===== src/rtl/udp_echo_responder_core_defines.svh =====
// ----------------------------------------------------------------------------
// UDP echo responder assertion macros
// Wrappers for concurrent checks on clk / arst_n.
// ----------------------------------------------------------------------------
`ifndef UDP_ECHO_RESPONDER_CORE_DEFINES_SVH
`define UDP_ECHO_RESPONDER_CORE_DEFINES_SVH
`ifndef NO_ASSERTIONS
// same-cycle implication
`define UER_ASSERT_IMP(lbl, ante, cons) \
	lbl: assert property (@(posedge clk) disable iff (!arst_n) (ante) |-> (cons)) \
		else $error("uer assertion failed");
// next-cycle implication
`define UER_ASSERT_NXT(lbl, ante, cons) \
	lbl: assert property (@(posedge clk) disable iff (!arst_n) (ante) |=> (cons)) \
		else $error("uer assertion failed");
`else
`define UER_ASSERT_IMP(lbl, ante, cons)
`define UER_ASSERT_NXT(lbl, ante, cons)
`endif
`endif


===== src/rtl/uer_pkg.sv =====
// ----------------------------------------------------------------------------
// UDP echo responder package
// Shared word type, protocol constants and byte helpers.
// ----------------------------------------------------------------------------
package uer_pkg;

	typedef logic [63:0] word_t;

	localparam logic [7:0]  ETYPE_HI  = 8'h08;
	localparam logic [7:0]  ETYPE_LO  = 8'h00;
	localparam logic [7:0]  IP_VIHL   = 8'h45;
	localparam logic [7:0]  IP_TOS    = 8'h00;
	localparam logic [7:0]  IP_TTL    = 8'd64;
	localparam logic [7:0]  PROTO_UDP = 8'd17;
	localparam logic [15:0] IP_HDR_LEN = 16'd20;
	localparam logic [16:0] ETH_IP_LEN = 17'd34;
	localparam logic [15:0] UDP_HDR_LEN = 16'd8;
	localparam int          HDR_BYTES = 42;
	localparam int          HDR_WORDS = 5;   // words 0..4 rebuilt from registers
	localparam int          CK_WORD   = 5;   // word holding the UDP checksum

	// keep the first n bytes (from the top), zero the rest
	function automatic word_t keep_bytes(input word_t d, input logic [3:0] n);
		word_t r;
		r = '0;
		for (int k = 0; k < 8; k++) begin
			if (4'(k) < n) begin
				r[63 - 8 * k -: 8] = d[63 - 8 * k -: 8];
			end
		end
		return r;
	endfunction

	// ones-complement fold of a 32-bit sum
	function automatic logic [15:0] fold32(input logic [31:0] a);
		logic [16:0] s;
		logic [16:0] t;
		s = {1'b0, a[15:0]} + {1'b0, a[31:16]};
		t = {1'b0, s[15:0]} + {16'd0, s[16]};
		return t[15:0];
	endfunction

endpackage


===== src/rtl/uer_frame_store.sv =====
// ----------------------------------------------------------------------------
// UDP echo responder frame store
// One write port, one read port with registered read data.
// ----------------------------------------------------------------------------
module uer_frame_store #(
	parameter int DEPTH = 64,
	parameter int AW    = 6
) (
	input  logic           clk,
	input  logic           wr_en,
	input  logic [AW-1:0]  wr_addr,
	input  uer_pkg::word_t wr_data,
	input  logic [AW-1:0]  rd_addr,
	output uer_pkg::word_t rd_data
);
	import uer_pkg::*;

	word_t mem [DEPTH];
	word_t rd_q;

	always_ff @(posedge clk) begin
		if (wr_en) begin
			mem[wr_addr] <= wr_data;
		end
		rd_q <= mem[rd_addr];
	end

	assign rd_data = rd_q;

endmodule


===== config.mk =====
export PLATFORM = sky130hd
export DESIGN_NAME = uer_frame_store
export DESIGN_NICKNAME = d
export VERILOG_FILES = /design/src/rtl/udp_echo_responder_core_defines.svh /design/src/rtl/uer_pkg.sv /design/src/rtl/uer_frame_store.sv
export SDC_FILE = /design/constraint.sdc
export NUM_CORES = 2
export LEC_CHECK = 0
export BUFFER_PORTS_ARGS = -buffer_cell sky130_fd_sc_hd__buf_2
export CORE_ASPECT_RATIO = 0.6
export CORE_MARGIN = 5
export CORE_UTILIZATION = 45
export CTS_CLUSTER_DIAMETER = 30
export CTS_CLUSTER_SIZE = 12
export DETAILED_ROUTE_END_ITERATION = 8
export SKIP_LAST_GASP = 1
export SLEW_MARGIN = 20
export SYNTH_ARGS = -nofsm -noshare
export SYNTH_HDL_FRONTEND = slang
export SYNTH_SLANG_ARGS = --single-unit

===== constraint.sdc =====
create_clock -name clk -period 9 [get_ports clk]
set_clock_uncertainty 0.15 [all_clocks]
set_input_delay 1.8 -clock clk [delete_from_list [all_inputs] [get_ports clk]]
set_output_delay 1.8 -clock clk [all_outputs]
set_load 0.02 [all_outputs]

# --- Word level (Yosys, flattened, before mapping) ---
# Memories as Yosys holds them, arrays and structs flattened. A register that Yosys moved wholly into a read port is not among the register bits.
# Cells that the tools add are included.
word_totals:
  regBits: 0
  latchBits: 0
  mem_bits_rw: 4096
  romBits: 0
  inputBits: 78
  wordCells: 3
  n_memories: 1
op_classes:
  n_addsub: 0
  mul: 0
  div_mod_pow: 0
  order_cmp: 0
  n_eq_ne: 0
  shifts: 0
  muxes: 2
  bitwise: 0
  n_reduce_logical: 0
memory_table:
  columns: ["name", "words", "width", "read_ports", "rd_clocked_by_memory_dff", "write_ports", "line_no", "text"]
  rows:
  - ["mem", 64, 64, 1, 1, 1, "uer_frame_store.sv:18", "word_t mem [DEPTH];"]
op_table:
  columns: ["operator", "count"]
  rows:
  - ["$mux W1", 2]

# --- Depth between registers and ports, before layout ---
depth:
  depth_word: 2
  mapped_depth: 9
  mapped_depth_nobuf: 5

# --- Least setup slack after synthesis ---
# Ideal clock, no wire load.
synth_timing:
  path_type: "in2reg"
  from: "input port wr_addr[3]"
  to: "memory mem[48][0] (netlist bit) (enable)"
  setup_ns: 0.564
  arrival_time_ns: 6.672
  required_time_ns: 8.286
  slack_ns: 1.614
  path_stages: 4
  n_path_buf: 1
  cell_sequence: "clkbuf_1 nor2b_1 nand4b_1 nor3_1"
synth_lines:
  columns: ["element", "line_no", "text"]
  rows:
  - ["from (decl)", "uer_frame_store.sv:11", "input logic [AW-1:0] wr_addr,"]
  - ["to (decl)", "uer_frame_store.sv:18", null]
# No word-level cell before the write port.

==> run_results.csv <==
group,metric,value,unit
global_routing,grt_pass1_vias,77012,
global_routing,grt_pass1_wl,640,mm
critical_path,crit_required,9.60,ns
place,port_buffers,141,
floorplan,rows,167,
final_layout,multiInputGateArea,30800,sq um
critical_path,cp_slowest_cell,"nor2b_4",
critical_path,arrival,5.27,ns
floorplan,core-area,346000,sq um
synthesis,yosysSeqAreaShare,79.5,%
synthesis,synthArstFlopShare,0,%
clock_network,htreeDepth,6,
global_routing,antenna_found_initial,34,
clock_network,cts.clk_slew.worst_paths,0.05,ns
min_path,min_path_cells,4,
critical_path,critical-path-max-stage-delay,0.91,ns
clock_network,worstSkewPairLatency,0.95,ns
pwr,p_sw_share,21.3,%
timing,holdWs,0.698,ns
timing,grt_setup_unrepaired,"no",
pwr,combPwrFrac,4.3,%
synthesis,synth_top_area_share,78.7,%
clock_network,clk_path_buf_depth,4,
routing,drc,0,
final_layout,syn2layout_area_growth,16.5,%
clock_network,tritoncts,"yes",
timing,tightest_slew,1.20,ns
critical_path,crit_buf_inv,2,
synthesis,synth_enable_flop_cells,4096,
pwr,cellLeakagePower,57.3,nW
pwr,pwr-share-seq,47.6,%
final_layout,drive_gt1_share,30.8,%
floorplan,die_h,467,um
floorplan,fp.dieArea,360000,sq um
routing,wl_per_cell,38.0,um
synthesis,netlist_area,156000,sq um
critical_path,critPathMaxFanout,47,
synthesis,synth_cells,6598,
synthesis,synth_top_flop_cell,"edfxtp_1",
critical_path,crit_path_end_kind,"flip-flop",
critical_path,startpoint_type,"primary input",
routing,routed_via_density,6.40,
critical_path,reg2reg_depth,5,
synthesis,synthTopCellsByCount,"edfxtp_1 (4096), mux4_2 (1024), buf_2 (170), a22oi_1 (168), clkbuf_1 (140)",
clock_network,postCtsHoldBufs,0,
clock_network,clock_sinks,4160,
global_routing,grt.overflow.total,0,
synthesis,yosysMostFrequentCell,"edfxtp_1",
min_path,whs_endpoint,"rd_data[48]",
final_layout,fin_nets,7210,
timing,period_needed,4.67,ns
routing,drt_iter0_markers,12018,
synthesis,ys_warn_count,0,
clock_network,cts_resized,0,
synthesis,syn_area_per_cell,23.7,sq um
outcome,status,"finished clean",
critical_path,r2r-start,"mem[63][55]",
critical_path,worst_r2r_endpoint,"rd_data[55]",
final_layout,layout.cells.non_filler,12224,
min_path,hold_start,"mem[36][48]",
pwr,ir_drop,0.176,mV
critical_path,critical_path_class,"in2reg",
place,place_congestion,0.788,
floorplan,ios,142,
clock_network,cts_setup_buffers,0,
routing,wl,465,mm
timing,period_share,51.9,%
pwr,p_per_area,249,nW/um^2
timing,drv_slew,0,
run,maxCapViolations,0,
synthesis,yosys.area.top_type,"edfxtp_1",
place,dpl.hpwl,244,mm
synthesis,syn-num-nets,6676,
clock_network,root_buffer,"clkbuf_16",
routing,vias,78236,
final_layout,fillers,26217,
critical_path,critPathTopFamily,"buffers and inverters",
critical_path,crit_chain,"buf_2 > nor2b_4 > buf_4 > a22oi_1 > and3_1 > a211oi_1",
global_routing,grt_max_degree,109,
floorplan,initial_core_util,45.2,%
final_layout,seq_area,124000,sq um
pwr,p_int,35.7,mW
routing,antenna_left,0,
place,place_inst,11230,
clock_network,cts_buffers,543,
routing,firstDrtPassIters,5,
global_routing,track_usage,25.7,%
critical_path,r2r_slack,6.45,ns
timing,final_hold_viol_count,0,
timing,slew_headroom,19.9,%
pwr,pwr-share-clk,48.0,%
timing,setup_violations,0,
min_path,hp-class,"reg2reg",
pwr,netSwitchingPower,9.66,mW
synthesis,synthTopCellsByArea,"edfxtp_1 (79%), mux4_2 (15%), mux2i_1 (0.86%)",
synthesis,synth-seq-cells,4160,
timing,fmax,214,MHz
timing,tns,0,ns
synthesis,ys_types,33,
floorplan,die_w,771,um
cells in the final DEF (no fill, tap or decap), types with 64 or more instances in the layout:
cell type / n
mux2i_1: 135
mux4_2: 1024
clkinv_1: 69
a22o_1: 88
buf_2: 95
bufinv_16: 67
clkbuf_16: 564
a22oi_1: 168
o22ai_1: 83
dfxtp_1: 64
nor2_4: 65
and3_1: 64
buf_4: 230
clkinv_2: 77
edfxtp_1: 4096
worst max-delay path by stage:
stage | depth (start not counted) | startpoint | endpoint | slack, ns
2_1_floorplan | 4 | wr_addr[3] | mem[48][0] | 1.61
3_3_place_gp | 6 | rd_addr[3] | rd_data[21] | 3.37
3_5_place_dp | 6 | rd_addr[3] | rd_data[21] | 3.40
4_1_cts | 6 | rd_addr[3] | rd_data[21] | 4.36
5_1_grt | 8 | rd_addr[0] | rd_data[29] | 4.27
6_report | 6 | rd_addr[3] | rd_data[21] | 4.33
tightest hold or removal path, stage by stage, from the launching register on:
cell      delay, ns
edfxtp_1       0.31
mux4_2         0.22
a22oi_1        0.06
nand3_1        0.08
and3_1         0.15
per-stage QoR:
stage	worst slack [ns]	utilization [%]	power [mW]	instance area [sq um]
detailed placement	3.40	47.3	23.9	164000
floorplan	1.61	-	23.0	156000
finish	4.33	52.7	45.3	182000
global route	4.27	52.7	46.6	182000
CTS	4.36	52.6	45.6	182000
global placement	3.37	47.3	23.9	164000
state kept, by name (all words and copies together), names as in the netlist:
| name | flops |
|---|---|
| rd_data | 64 |
| mem | 4096 |
logic make-up (layout without fill, tap and decap cells):
logic type	after synthesis	in the layout	share of synthesized area, %
muxes	1159	1159	15.6
buffers and inverters	389	1348	1.18
DFF	4160	4160	79.5
other	0	20	0
AOI/OAI and AO/OA	504	504	2.48
and+or+nand+nor	386	386	1.24
metal layers:
metal | vias up | wire (um) | track usage [%] | part of all wire (%)
li1 | 29756 | - | - | -
met1 | 42630 | 196000 | 40.3 | 42
met2 | 5142 | 198000 | 35.5 | 43
met3 | 690 | 58300 | 6.78 | 13
met4 | 18 | 12500 | 6.86 | 2.7
met5 | - | 115 | 0 | 0.025
power by group through the flow:
stage | combinational (mW) | clock, mW | sequential [mW]
4_1_cts | 1.94 | 22.1 | 21.6
3_5_place_dp | 1.94 | 0 | 22.0
2_1_floorplan | 0.999 | 0 | 22.0
5_1_grt | 2.05 | 23.0 | 21.6
6_report | 1.95 | 21.8 | 21.6
3_3_place_gp | 1.91 | 0 | 22.0
final cells by class:
type,instances,share of cell area [%]
clock inverters,330,2.03
multi-input cells,2049,16.9
clock buffers,640,7.98
repair buffers,359,1.58
well taps,4647,3.19
inverters,19,0.0392
flip-flops and latches,4160,68.2
diodes,20,0.0275
Power figures use the tool's default switching activity.
